[config.mk]
export PLATFORM = sky130hd
export DESIGN_NAME = free_stack_block_allocator
export DESIGN_NICKNAME = d
export VERILOG_FILES = /design/src/rtl/core/fsb_pkg.sv /design/src/rtl/core/fsb_stack_mem.sv /design/src/rtl/core/fsb_div.sv /design/src/rtl/core/free_stack_block_allocator.sv
export SDC_FILE = /design/constraint.sdc
export NUM_CORES = 2
export LEC_CHECK = 0
export BUFFER_PORTS_ARGS = -buffer_cell sky130_fd_sc_hd__buf_4
export CORE_UTILIZATION = 40
export CTS_BUF_LIST = sky130_fd_sc_hd__clkbuf_8
export CTS_CLUSTER_DIAMETER = 200
export DETAILED_ROUTE_END_ITERATION = 16
export HOLD_SLACK_MARGIN = 0.03
export SLEW_MARGIN = 20
export SYNTH_ARGS = -nofsm -noshare
export SYNTH_HDL_FRONTEND = slang
export SYNTH_HIERARCHICAL = 1
export SYNTH_SLANG_ARGS = --single-unit
[constraint.sdc]
create_clock -name i_clk -period 7.6 [get_ports i_clk]
set_input_delay 1.52 -clock i_clk [delete_from_list [all_inputs] [get_ports i_clk]]
set_output_delay 1.52 -clock i_clk [all_outputs]
set_load 0.005 [all_outputs]
[src/rtl/core/fsb_pkg.sv]
// Shared types and constants of the free stack block allocator.
package fsb_pkg;

    localparam int REC_BYTES = 12;   // bytes in one record
    localparam int RECORDS_W = 16;   // width of the block_records register
    localparam int BLOCKS_W  = 9;    // width of the blocks_in_use register
    localparam int BB_W      = 20;   // bytes per block: 12 * 65535 < 2**20
    localparam int ACT_W     = 2;
    localparam int STAT_W    = 2;
    localparam int CFG_IDX_W = 2;

    typedef enum logic [ACT_W-1:0] {
        ACT_REINIT = 2'd0,
        ACT_ALLOC  = 2'd1,
        ACT_FREE   = 2'd2,
        ACT_QUERY  = 2'd3
    } t_action;

    typedef enum logic [STAT_W-1:0] {
        STAT_OK      = 2'd0,
        STAT_EMPTY   = 2'd1,
        STAT_FULL    = 2'd2,
        STAT_OUTSIDE = 2'd3
    } t_status;

    typedef enum logic [CFG_IDX_W-1:0] {
        CFG_BASE    = 2'd0,
        CFG_RECORDS = 2'd1,
        CFG_BLOCKS  = 2'd2
    } t_cfg_reg;

    typedef enum logic [2:0] {
        ST_IDLE,
        ST_FETCH,
        ST_ADDR,
        ST_SIZE,
        ST_RANGE,
        ST_DIV,
        ST_PUSH,
        ST_DONE
    } t_state;

endpackage

[src/rtl/core/fsb_stack_mem.sv]
// Single-port synchronous memory that holds the stack of free block indices.
module fsb_stack_mem #(
    parameter int DEPTH  = 256,
    parameter int ADDR_W = 8,
    parameter int DATA_W = 8
) (
    input  logic              i_clk,
    input  logic              i_we,
    input  logic              i_re,
    input  logic [ADDR_W-1:0] i_addr,
    input  logic [DATA_W-1:0] i_wdata,
    output logic [DATA_W-1:0] o_rdata
);

    logic [DATA_W-1:0] r_mem [DEPTH];
    logic [DATA_W-1:0] r_rdata;

    always_ff @(posedge i_clk) begin
        if (i_we) begin
            r_mem[i_addr] <= i_wdata;
        end
    end

    // Registered read: data shows in the cycle after the request.
    always_ff @(posedge i_clk) begin
        if (i_re) begin
            r_rdata <= r_mem[i_addr];
        end
    end

    assign o_rdata = r_rdata;

endmodule

[src/rtl/core/fsb_div.sv]
// Restoring divider, one quotient bit per cycle, for a quotient known to fit in Q_W bits.
module fsb_div #(
    parameter int Q_W   = 8,
    parameter int DVS_W = 20
) (
    input  logic                 i_clk,
    input  logic                 i_rst_n,
    input  logic                 i_start,
    input  logic [DVS_W+Q_W-1:0] i_dividend,
    input  logic [DVS_W-1:0]     i_divisor,
    output logic                 o_done,
    output logic [Q_W-1:0]       o_quotient
);

    localparam int R_W    = DVS_W + Q_W;
    localparam int STEP_W = $clog2(Q_W + 1);

    logic [R_W-1:0]    r_rem;
    logic [R_W-1:0]    r_dvs;
    logic [Q_W-1:0]    r_quot;
    logic [STEP_W-1:0] r_steps;
    logic              r_busy;
    logic              r_done;
    logic              take;

    assign take = (r_rem >= r_dvs);

    always_ff @(posedge i_clk) begin
        if (!i_rst_n) begin
            r_busy <= 1'b0;
            r_done <= 1'b0;
        end else begin
            r_done <= 1'b0;
            if (i_start) begin
                r_busy <= 1'b1;
            end else if (r_busy && r_steps == STEP_W'(1)) begin
                r_busy <= 1'b0;
                r_done <= 1'b1;
            end
        end
    end

    always_ff @(posedge i_clk) begin
        if (i_start) begin
            r_rem   <= i_dividend;
            r_dvs   <= R_W'(i_divisor) << (Q_W - 1);
            r_quot  <= '0;
            r_steps <= STEP_W'(Q_W);
        end else if (r_busy) begin
            if (take) begin
                r_rem <= r_rem - r_dvs;
            end
            r_quot  <= (r_quot << 1) | Q_W'(take);
            r_dvs   <= r_dvs >> 1;
            r_steps <= r_steps - STEP_W'(1);
        end
    end

    assign o_done     = r_done;
    assign o_quotient = r_quot;

endmodule

[src/rtl/core/free_stack_block_allocator.sv]
// Top level of the free stack block allocator: control sequencer, registers and result stage.
//
//  channel  | direction | handshake               | payload
//  ---------+-----------+-------------------------+---------------------------------------
//  in       | input     | i_in_valid / o_in_stall | i_action, i_address
//  out      | output    | o_out_valid/ i_out_stall| o_block_address, o_status, o_inside_pool
//  cfg      | input     | i_cfg_we                | i_cfg_index, i_cfg_data
//
//  Steps: reinit, an empty alloc and a free to a full stack go straight to the result;
//  alloc fetches and forms the address; query and free size the pool and check the range;
//  a good free then pushes the block index that the bit-serial divider makes of the byte offset.
//  Reset is synchronous and leaves the stack as 0..B-1 with no clearing pass: a low
//  mark tracks the lowest fill seen since the last refill, and every entry below it
//  reads as its own position.
//  A stalled output holds its result; the next transaction is taken meanwhile and
//  waits in its last step until the result register drains.
module free_stack_block_allocator #(
    parameter int MAX_BLOCKS = 256,
    parameter int ADDR_WIDTH = 32
) (
    input  logic                              i_clk,
    input  logic                              i_rst_n,
    // input channel
    input  logic                              i_in_valid,
    output logic                              o_in_stall,
    input  logic [fsb_pkg::ACT_W-1:0]         i_action,
    input  logic [ADDR_WIDTH-1:0]             i_address,
    // output channel
    output logic                              o_out_valid,
    input  logic                              i_out_stall,
    output logic [ADDR_WIDTH-1:0]             o_block_address,
    output logic [fsb_pkg::STAT_W-1:0]        o_status,
    output logic                              o_inside_pool,
    // configuration port
    input  logic                              i_cfg_we,
    input  logic [fsb_pkg::CFG_IDX_W-1:0]     i_cfg_index,
    input  logic [((ADDR_WIDTH > fsb_pkg::RECORDS_W) ? ADDR_WIDTH
                   : fsb_pkg::RECORDS_W)-1:0] i_cfg_data
);

    localparam int IDX_W  = (MAX_BLOCKS > 1) ? $clog2(MAX_BLOCKS) : 1;
    localparam int CNT_W  = $clog2(MAX_BLOCKS + 1);
    localparam int PROD_W = fsb_pkg::BB_W + CNT_W;
    localparam int EXT_W  = (ADDR_WIDTH > PROD_W) ? ADDR_WIDTH : PROD_W;
    localparam int DIV_W  = fsb_pkg::BB_W + IDX_W;
    localparam int RST_B  = (MAX_BLOCKS < 256) ? MAX_BLOCKS : 256;
    localparam int BIU_W  = (CNT_W > fsb_pkg::BLOCKS_W) ? CNT_W : fsb_pkg::BLOCKS_W;

    // configuration, kept in the form the datapath uses
    logic [ADDR_WIDTH-1:0]       r_base;
    logic [fsb_pkg::BB_W-1:0]    r_bb;        // 12 * block_records
    logic [CNT_W-1:0]            r_nblocks;   // min(blocks_in_use, MAX_BLOCKS)

    // stack control
    logic [CNT_W-1:0]            r_count;
    logic [CNT_W-1:0]            r_low;       // lowest fill since the last refill

    // transaction in flight
    fsb_pkg::t_state             r_state;
    fsb_pkg::t_state             n_state;
    fsb_pkg::t_action            r_action;
    logic [ADDR_WIDTH-1:0]       r_offset;
    logic [IDX_W-1:0]            r_pos;
    logic                        r_fill;      // popped entry lies below the low mark
    logic [PROD_W-1:0]           r_prod;
    logic [ADDR_WIDTH-1:0]       r_res_addr;
    fsb_pkg::t_status            r_res_status;
    logic                        r_res_inside;

    // result stage
    logic                        r_out_valid;
    logic [ADDR_WIDTH-1:0]       r_out_addr;
    fsb_pkg::t_status            r_out_status;
    logic                        r_out_inside;

    logic                        in_take;
    logic                        out_free;
    fsb_pkg::t_action            in_action;
    logic [CNT_W-1:0]            cnt_m1;
    logic [IDX_W-1:0]            alloc_idx;
    logic [EXT_W-1:0]            prod_ext;
    logic [EXT_W-1:0]            offset_ext;
    logic                        in_range;
    logic [BIU_W-1:0]            biu_ext;
    logic [BIU_W-1:0]            max_ext;

    logic                        mem_we;
    logic                        mem_re;
    logic [IDX_W-1:0]            mem_addr;
    logic [IDX_W-1:0]            mem_rdata;
    logic                        div_start;
    logic                        div_done;
    logic [IDX_W-1:0]            div_quot;

    assign in_action  = fsb_pkg::t_action'(i_action);
    assign in_take    = i_in_valid && !o_in_stall;
    assign out_free   = !r_out_valid || !i_out_stall;
    assign cnt_m1     = r_count - CNT_W'(1);
    assign alloc_idx  = r_fill ? r_pos : mem_rdata;
    assign prod_ext   = EXT_W'(r_prod);
    assign offset_ext = EXT_W'(r_offset);
    assign in_range   = (offset_ext < prod_ext);
    assign biu_ext    = BIU_W'(i_cfg_data[fsb_pkg::BLOCKS_W-1:0]);
    assign max_ext    = BIU_W'(MAX_BLOCKS);

    // ------------------------------------------------------------------
    // Configuration registers
    // ------------------------------------------------------------------
    always_ff @(posedge i_clk) begin
        if (!i_rst_n) begin
            r_base    <= '0;
            r_bb      <= fsb_pkg::BB_W'(fsb_pkg::REC_BYTES);
            r_nblocks <= CNT_W'(RST_B);
        end else if (i_cfg_we) begin
            case (i_cfg_index)
                fsb_pkg::CFG_BASE: begin
                    r_base <= i_cfg_data[ADDR_WIDTH-1:0];
                end
                fsb_pkg::CFG_RECORDS: begin
                    r_bb <= fsb_pkg::BB_W'(i_cfg_data[fsb_pkg::RECORDS_W-1:0])
                            * fsb_pkg::BB_W'(fsb_pkg::REC_BYTES);
                end
                fsb_pkg::CFG_BLOCKS: begin
                    r_nblocks <= (biu_ext > max_ext) ? CNT_W'(MAX_BLOCKS)
                                                     : CNT_W'(biu_ext);
                end
                default: begin
                end
            endcase
        end
    end

    // ------------------------------------------------------------------
    // Next state
    // ------------------------------------------------------------------
    always_comb begin
        n_state = r_state;
        case (r_state)
            fsb_pkg::ST_IDLE: begin
                if (in_take) begin
                    case (in_action)
                        fsb_pkg::ACT_REINIT: n_state = fsb_pkg::ST_DONE;
                        fsb_pkg::ACT_ALLOC:  n_state = (r_count == '0) ? fsb_pkg::ST_DONE
                                                                       : fsb_pkg::ST_FETCH;
                        fsb_pkg::ACT_FREE:   n_state = (r_count >= r_nblocks) ? fsb_pkg::ST_DONE
                                                                              : fsb_pkg::ST_SIZE;
                        default:             n_state = fsb_pkg::ST_SIZE;
                    endcase
                end
            end
            fsb_pkg::ST_FETCH: n_state = fsb_pkg::ST_ADDR;
            fsb_pkg::ST_ADDR:  n_state = fsb_pkg::ST_DONE;
            fsb_pkg::ST_SIZE:  n_state = fsb_pkg::ST_RANGE;
            fsb_pkg::ST_RANGE: begin
                if (r_action == fsb_pkg::ACT_FREE && in_range) begin
                    n_state = fsb_pkg::ST_DIV;
                end else begin
                    n_state = fsb_pkg::ST_DONE;
                end
            end
            fsb_pkg::ST_DIV: begin
                if (div_done) begin
                    n_state = fsb_pkg::ST_PUSH;
                end
            end
            fsb_pkg::ST_PUSH: n_state = fsb_pkg::ST_DONE;
            fsb_pkg::ST_DONE: begin
                if (out_free) begin
                    n_state = fsb_pkg::ST_IDLE;
                end
            end
            default: n_state = fsb_pkg::ST_IDLE;
        endcase
    end

    // ------------------------------------------------------------------
    // Sequencer outputs: memory port, divider start, input stall
    // ------------------------------------------------------------------
    always_comb begin
        o_in_stall = (r_state != fsb_pkg::ST_IDLE);
        mem_re     = 1'b0;
        mem_we     = 1'b0;
        mem_addr   = cnt_m1[IDX_W-1:0];
        div_start  = 1'b0;
        case (r_state)
            fsb_pkg::ST_IDLE: begin
                // pop: read the top entry while the transaction is taken
                mem_re = in_take && (in_action == fsb_pkg::ACT_ALLOC) && (r_count != '0);
            end
            fsb_pkg::ST_RANGE: begin
                div_start = (r_action == fsb_pkg::ACT_FREE) && in_range;
            end
            fsb_pkg::ST_PUSH: begin
                mem_we   = 1'b1;
                mem_addr = r_count[IDX_W-1:0];
            end
            default: begin
            end
        endcase
    end

    // ------------------------------------------------------------------
    // State, stack count and low mark
    // ------------------------------------------------------------------
    always_ff @(posedge i_clk) begin
        if (!i_rst_n) begin
            r_state <= fsb_pkg::ST_IDLE;
            r_count <= CNT_W'(RST_B);
            r_low   <= CNT_W'(RST_B);
        end else begin
            r_state <= n_state;
            if (r_state == fsb_pkg::ST_IDLE && in_take) begin
                if (in_action == fsb_pkg::ACT_REINIT) begin
                    r_count <= r_nblocks;
                    r_low   <= r_nblocks;
                end else if (mem_re) begin
                    r_count <= cnt_m1;
                    if (cnt_m1 < r_low) begin
                        r_low <= cnt_m1;
                    end
                end
            end else if (r_state == fsb_pkg::ST_PUSH) begin
                r_count <= r_count + CNT_W'(1);
            end
        end
    end

    // ------------------------------------------------------------------
    // Transaction datapath
    // ------------------------------------------------------------------
    always_ff @(posedge i_clk) begin
        case (r_state)
            fsb_pkg::ST_IDLE: begin
                if (in_take) begin
                    r_action     <= in_action;
                    r_offset     <= i_address - r_base;
                    r_pos        <= cnt_m1[IDX_W-1:0];
                    r_fill       <= (cnt_m1 < r_low);
                    r_res_addr   <= '0;
                    r_res_inside <= 1'b0;
                    r_res_status <= fsb_pkg::STAT_OK;
                    if (in_action == fsb_pkg::ACT_ALLOC && r_count == '0) begin
                        r_res_status <= fsb_pkg::STAT_EMPTY;
                    end else if (in_action == fsb_pkg::ACT_FREE && r_count >= r_nblocks) begin
                        r_res_status <= fsb_pkg::STAT_FULL;
                    end
                end
            end
            fsb_pkg::ST_FETCH: begin
                r_prod <= PROD_W'(alloc_idx) * PROD_W'(r_bb);
            end
            fsb_pkg::ST_ADDR: begin
                r_res_addr <= r_base + prod_ext[ADDR_WIDTH-1:0];
            end
            fsb_pkg::ST_SIZE: begin
                r_prod <= PROD_W'(r_bb) * PROD_W'(r_nblocks);
            end
            fsb_pkg::ST_RANGE: begin
                if (r_action == fsb_pkg::ACT_QUERY) begin
                    r_res_inside <= in_range;
                end else if (!in_range) begin
                    r_res_status <= fsb_pkg::STAT_OUTSIDE;
                end
            end
            default: begin
            end
        endcase
    end

    // ------------------------------------------------------------------
    // Result register: parts the sequencer from a stalled consumer
    // ------------------------------------------------------------------
    always_ff @(posedge i_clk) begin
        if (!i_rst_n) begin
            r_out_valid <= 1'b0;
        end else if (r_state == fsb_pkg::ST_DONE && out_free) begin
            r_out_valid <= 1'b1;
        end else if (!i_out_stall) begin
            r_out_valid <= 1'b0;
        end
    end

    always_ff @(posedge i_clk) begin
        if (r_state == fsb_pkg::ST_DONE && out_free) begin
            r_out_addr   <= r_res_addr;
            r_out_status <= r_res_status;
            r_out_inside <= r_res_inside;
        end
    end

    assign o_out_valid     = r_out_valid;
    assign o_block_address = r_out_addr;
    assign o_status        = r_out_status;
    assign o_inside_pool   = r_out_inside;

    // ------------------------------------------------------------------
    // Stack memory and divider
    // ------------------------------------------------------------------
    // Pops read in the accepting cycle of an alloc and pushes write in the push step of a free;
    // one transaction runs at a time, so the port never sees overlapping accesses.
    fsb_stack_mem #(
        .DEPTH  (MAX_BLOCKS),
        .ADDR_W (IDX_W),
        .DATA_W (IDX_W)
    ) u_stack (
        .i_clk   (i_clk),
        .i_we    (mem_we),
        .i_re    (mem_re),
        .i_addr  (mem_addr),
        .i_wdata (div_quot),
        .o_rdata (mem_rdata)
    );

    // The range check has passed, so the quotient is below B and fits IDX_W bits.
    fsb_div #(
        .Q_W   (IDX_W),
        .DVS_W (fsb_pkg::BB_W)
    ) u_div (
        .i_clk      (i_clk),
        .i_rst_n    (i_rst_n),
        .i_start    (div_start),
        .i_dividend (offset_ext[DIV_W-1:0]),
        .i_divisor  (r_bb),
        .o_done     (div_done),
        .o_quotient (div_quot)
    );

    // ------------------------------------------------------------------
    // Assertions
    // ------------------------------------------------------------------
    a_count_bound: assert property (@(posedge i_clk) disable iff (!i_rst_n)
        r_count <= CNT_W'(MAX_BLOCKS))
        else $error("free count above stack depth");

    a_low_mark: assert property (@(posedge i_clk) disable iff (!i_rst_n)
        r_low <= r_count)
        else $error("low mark above free count");

    a_push_room: assert property (@(posedge i_clk) disable iff (!i_rst_n)
        mem_we |-> (r_count < r_nblocks))
        else $error("push into a full stack");

    a_quot_range: assert property (@(posedge i_clk) disable iff (!i_rst_n)
        (r_state == fsb_pkg::ST_PUSH) |-> (CNT_W'(div_quot) < r_nblocks))
        else $error("freed block index outside the pool");

    a_div_in_step: assert property (@(posedge i_clk) disable iff (!i_rst_n)
        div_done |-> (r_state == fsb_pkg::ST_DIV))
        else $error("divider finished outside the divide step");

endmodule
==> results.ini <==
[synthesis]
yosysTopAreaCell = edfxtp_1
syn_inst = 6526
netlist.area_leader.share_pct = 63.68
yosysSeqAreaShare_pct = 65.61
synth_edf_count = 2244
synth_cell_types = 89
synth_area_leaders = edfxtp_1 (64%), mux4_2 (11%), fa_1 (4.0%)
avgSynthCellArea_sq_um = 16.22
async_flop_share_pct = 0
yosysWarnings = 6
ys_ff_latch = 2346
ys.flop_type = edfxtp_1
synth.cell_area_sq_um = 105800

[die]
core_sq_um = 262700
io_pins = 110
core.rowCount = 188
die_x_microns = 516.3
die_y_microns = 516.3
initial_core_util_pct = 40.28
fp.dieArea_sq_um = 266600

[global_route]
grt_pass1_vias = 59980
grt_pass1_wl_microns = 401200
overflow = 0
grt_max_degree = 225
antenna_found_initial = 6
grt_usage_pct = 20.26

[outcome]
status = finished, final reports clean

[route]
avgRoutedWirePerCell_microns = 25.63
via_count = 59420
routed_wl_microns = 272800
drtPass1Iterations = 5
drtAntennaViolNets = 0
vias_per_cell = 5.581
drc = 0
first_iter_violations = 5399

[place]
gp_congestion = 0.8866
dpl.cell_count = 9954
place_worst_setup_slack_ns = 1.332
hpwl_microns = 171900
portBuffers = 109

[sta]
final.setup_skew_ns = 0.1353
worstMarginPinSlew_ns = 1.147
fin_crit_sh_pct = 83.06
finalWorstSetupSlack_ns = 1.287
rsz0062_at_grt = false
whs_ns = 0.3988
report.final.slew_viol_count = 0
max_freq_mhz = 158.4
layout_min_cycle_time_ns = 6.313
setup-violations-final = 0
fin_setup_tns_ns = 0
slew_headroom_pct = 22.54
hold_violations = 0

[finish]
drive_gt1_share_pct = 18.28
finalNonFillerCells = 10650
fillerInstances = 22990
nNetsFinal = 7361
final_common_cell = edfxtp_1
mostFrequentLayoutCells = edfxtp_1 (2244), inv_1 (545), mux4_2 (512)
syn_to_final_growth_pct = 11.50

[setup_path]
worst_setup_path_start_kind = flip-flop
rr_startpoint = r_fill$_DFFE_PP_
ff2ff_path_depth = 18
worstReg2RegEnd = r_prod[24]$_DFFE_PN_
critPathCaptureType = flip-flop
cp_max_fo = 18
cpPeakStageDelay_ns = 0.70
worst_path_most_repeated_cell = fa_1
worstPathCellList = mux2i_2, buf_4, nor2b_1, fa_1, fa_1, fa_1, inv_1, fa_1, inv_1, ha_1, a2111oi_0, o21ai_0, a41oi_1, o21ai_1, a41o_1, a21oi_1, xor2_1, mux2i_1
cp.arrival_ns = 6.98
critPathKind = flip-flop to flip-flop
r2r_slack_ns = 1.29
cp.required_ns = 8.27
slowest_stage = edfxtp_1

[power_and_ir_drop]
ir_drop_mv = 0.4965
power.density_nw_per_um2 = 305.7
p_leak_nw = 37.04
p_total_mw = 36.07

[min_path]
hold_path_depth = 0
hold_class = flip-flop to flip-flop
hold_end = o_block_address[15]$_DFFE_PP_
hold_start = r_res_addr[15]$_SDFFCE_PN0P_

[clock_tree]
cts_hold_buf = 0
cts_setup_buffers = 0
cts_buffer_depth = 4
clk_latency_ns = 1.01
clk_pin_slew_ns = 0.08
cts_made_buffers = 384
root_buffer = clkbuf_8
h-tree-depth = 5
ctsResizeCount = 0
cts_num_sinks = 2346
cts_tree = built

[flow_run]
drv_cap = 0

==> worst max-delay path, delay by kind of cell, from the launching register on <==
kind                       cells  cell delay [ns]
adders and majority gates      5             2.47
AOI/OAI and AO/OA              6             1.87
DFF                            1             0.70
buffers and inverters          3             0.37
muxes                          2             0.35
xor gates and xnor gates       1             0.18
and+or+nand+nor                1             0.10
==> metal layers <==
layer | share of wire, % | global-route usage (%)
met5 | 0.0048 | 0
met4 | 3.3 | 6.878
met3 | 6.5 | 3.349
met2 | 47 | 32.31
met1 | 43 | 28.18
==> cell type report <==
type | instances | area, sq um | share of cell area [%]
Clock buffer | 392 | 5395 | 4.572
Sequential cell | 2346 | 69460 | 58.87
Clock inverter | 292 | 1464 | 1.241
Antenna cell | 4 | 10.01 | 0.008483
Tap cell | 3515 | 4398 | 3.727
Inverter | 409 | 1535 | 1.301
Timing Repair Buffer | 268 | 2345 | 1.987
Multi-Input combinational cell | 3420 | 33390 | 28.30
==> worst max-delay path by stage <==
stage	from	to	slack [ns]
2_1_floorplan	r_fill$_DFFE_PP_	r_prod[22]$_DFFE_PN_	1.63
3_3_place_gp	r_fill$_DFFE_PP_	r_prod[22]$_DFFE_PN_	1.38
3_5_place_dp	r_fill$_DFFE_PP_	r_prod[24]$_DFFE_PN_	1.33
4_1_cts	r_fill$_DFFE_PP_	r_prod[24]$_DFFE_PN_	1.25
5_1_grt	r_fill$_DFFE_PP_	r_prod[24]$_DFFE_PN_	1.0
6_report	r_fill$_DFFE_PP_	r_prod[24]$_DFFE_PN_	1.29
==> kinds of logic after synthesis <==
kind of cell	Yosys count	share of synthesized area (%)
adder cells (fa/ha/maj)	459	6.938
AND/OR/NAND/NOR	1249	5.684
multiplexers	546	11.22
flip-flops	2346	65.61
buffers and inverters	761	2.981
other	1	0.003544
AO/OA/AOI/OAI	1035	6.498
XOR/XNOR	129	1.068
==> stage by stage <==
| step | cell area (sq um) | utilization [%] |
|---|---|---|
| after floorplan | 105800 | - |
| after global placement | 111000 | 42.23 |
| after detailed placement | 111000 | 42.25 |
| after CTS | 117900 | 44.86 |
| after global routing | 118000 | 44.91 |
| final | 118000 | 44.91 |
==> synth_stat cells (20+ instances only) <==
cell type	count
inv_1	408
nor3_1	72
nand3_1	48
xnor2_1	73
buf_6	23
a22oi_1	266
nand2_1	323
a22o_1	20
and2_1	114
ha_1	246
o21ai_0	132
a21o_1	63
buf_1	27
buf_2	41
nor2_1	376
nor2b_1	170
o211ai_1	20
clkbuf_1	243
fa_1	213
edfxtp_1	2244
xor2_1	56
a21boi_0	45
dfxtp_1	102
o41ai_1	32
a21oi_1	295
mux2i_1	32
mux4_2	512
nand4_1	20
nand2b_1	43
==> power breakdown <==
part	internal, mW	total (mW)	switching, mW
combinational	3.75	10.8	7.05
clock	5.09	10.0	4.96
sequential	14.8	15.2	0.389
total	23.7	36.1	12.4
==> state kept, by name (all words and copies together) (netlist names), 9 cells and up <==
signal,flops
r_low,9
u_stack/r_mem,2048
r_prod,27
offset_ext,32
r_nblocks,9
r_bb,18
o_block_address,32
r_base,32
u_div/r_rem,28
r_res_addr,32
r_count,9
u_div/r_dvs,27
No activity file was read; power rests on OpenSTA's default activity.
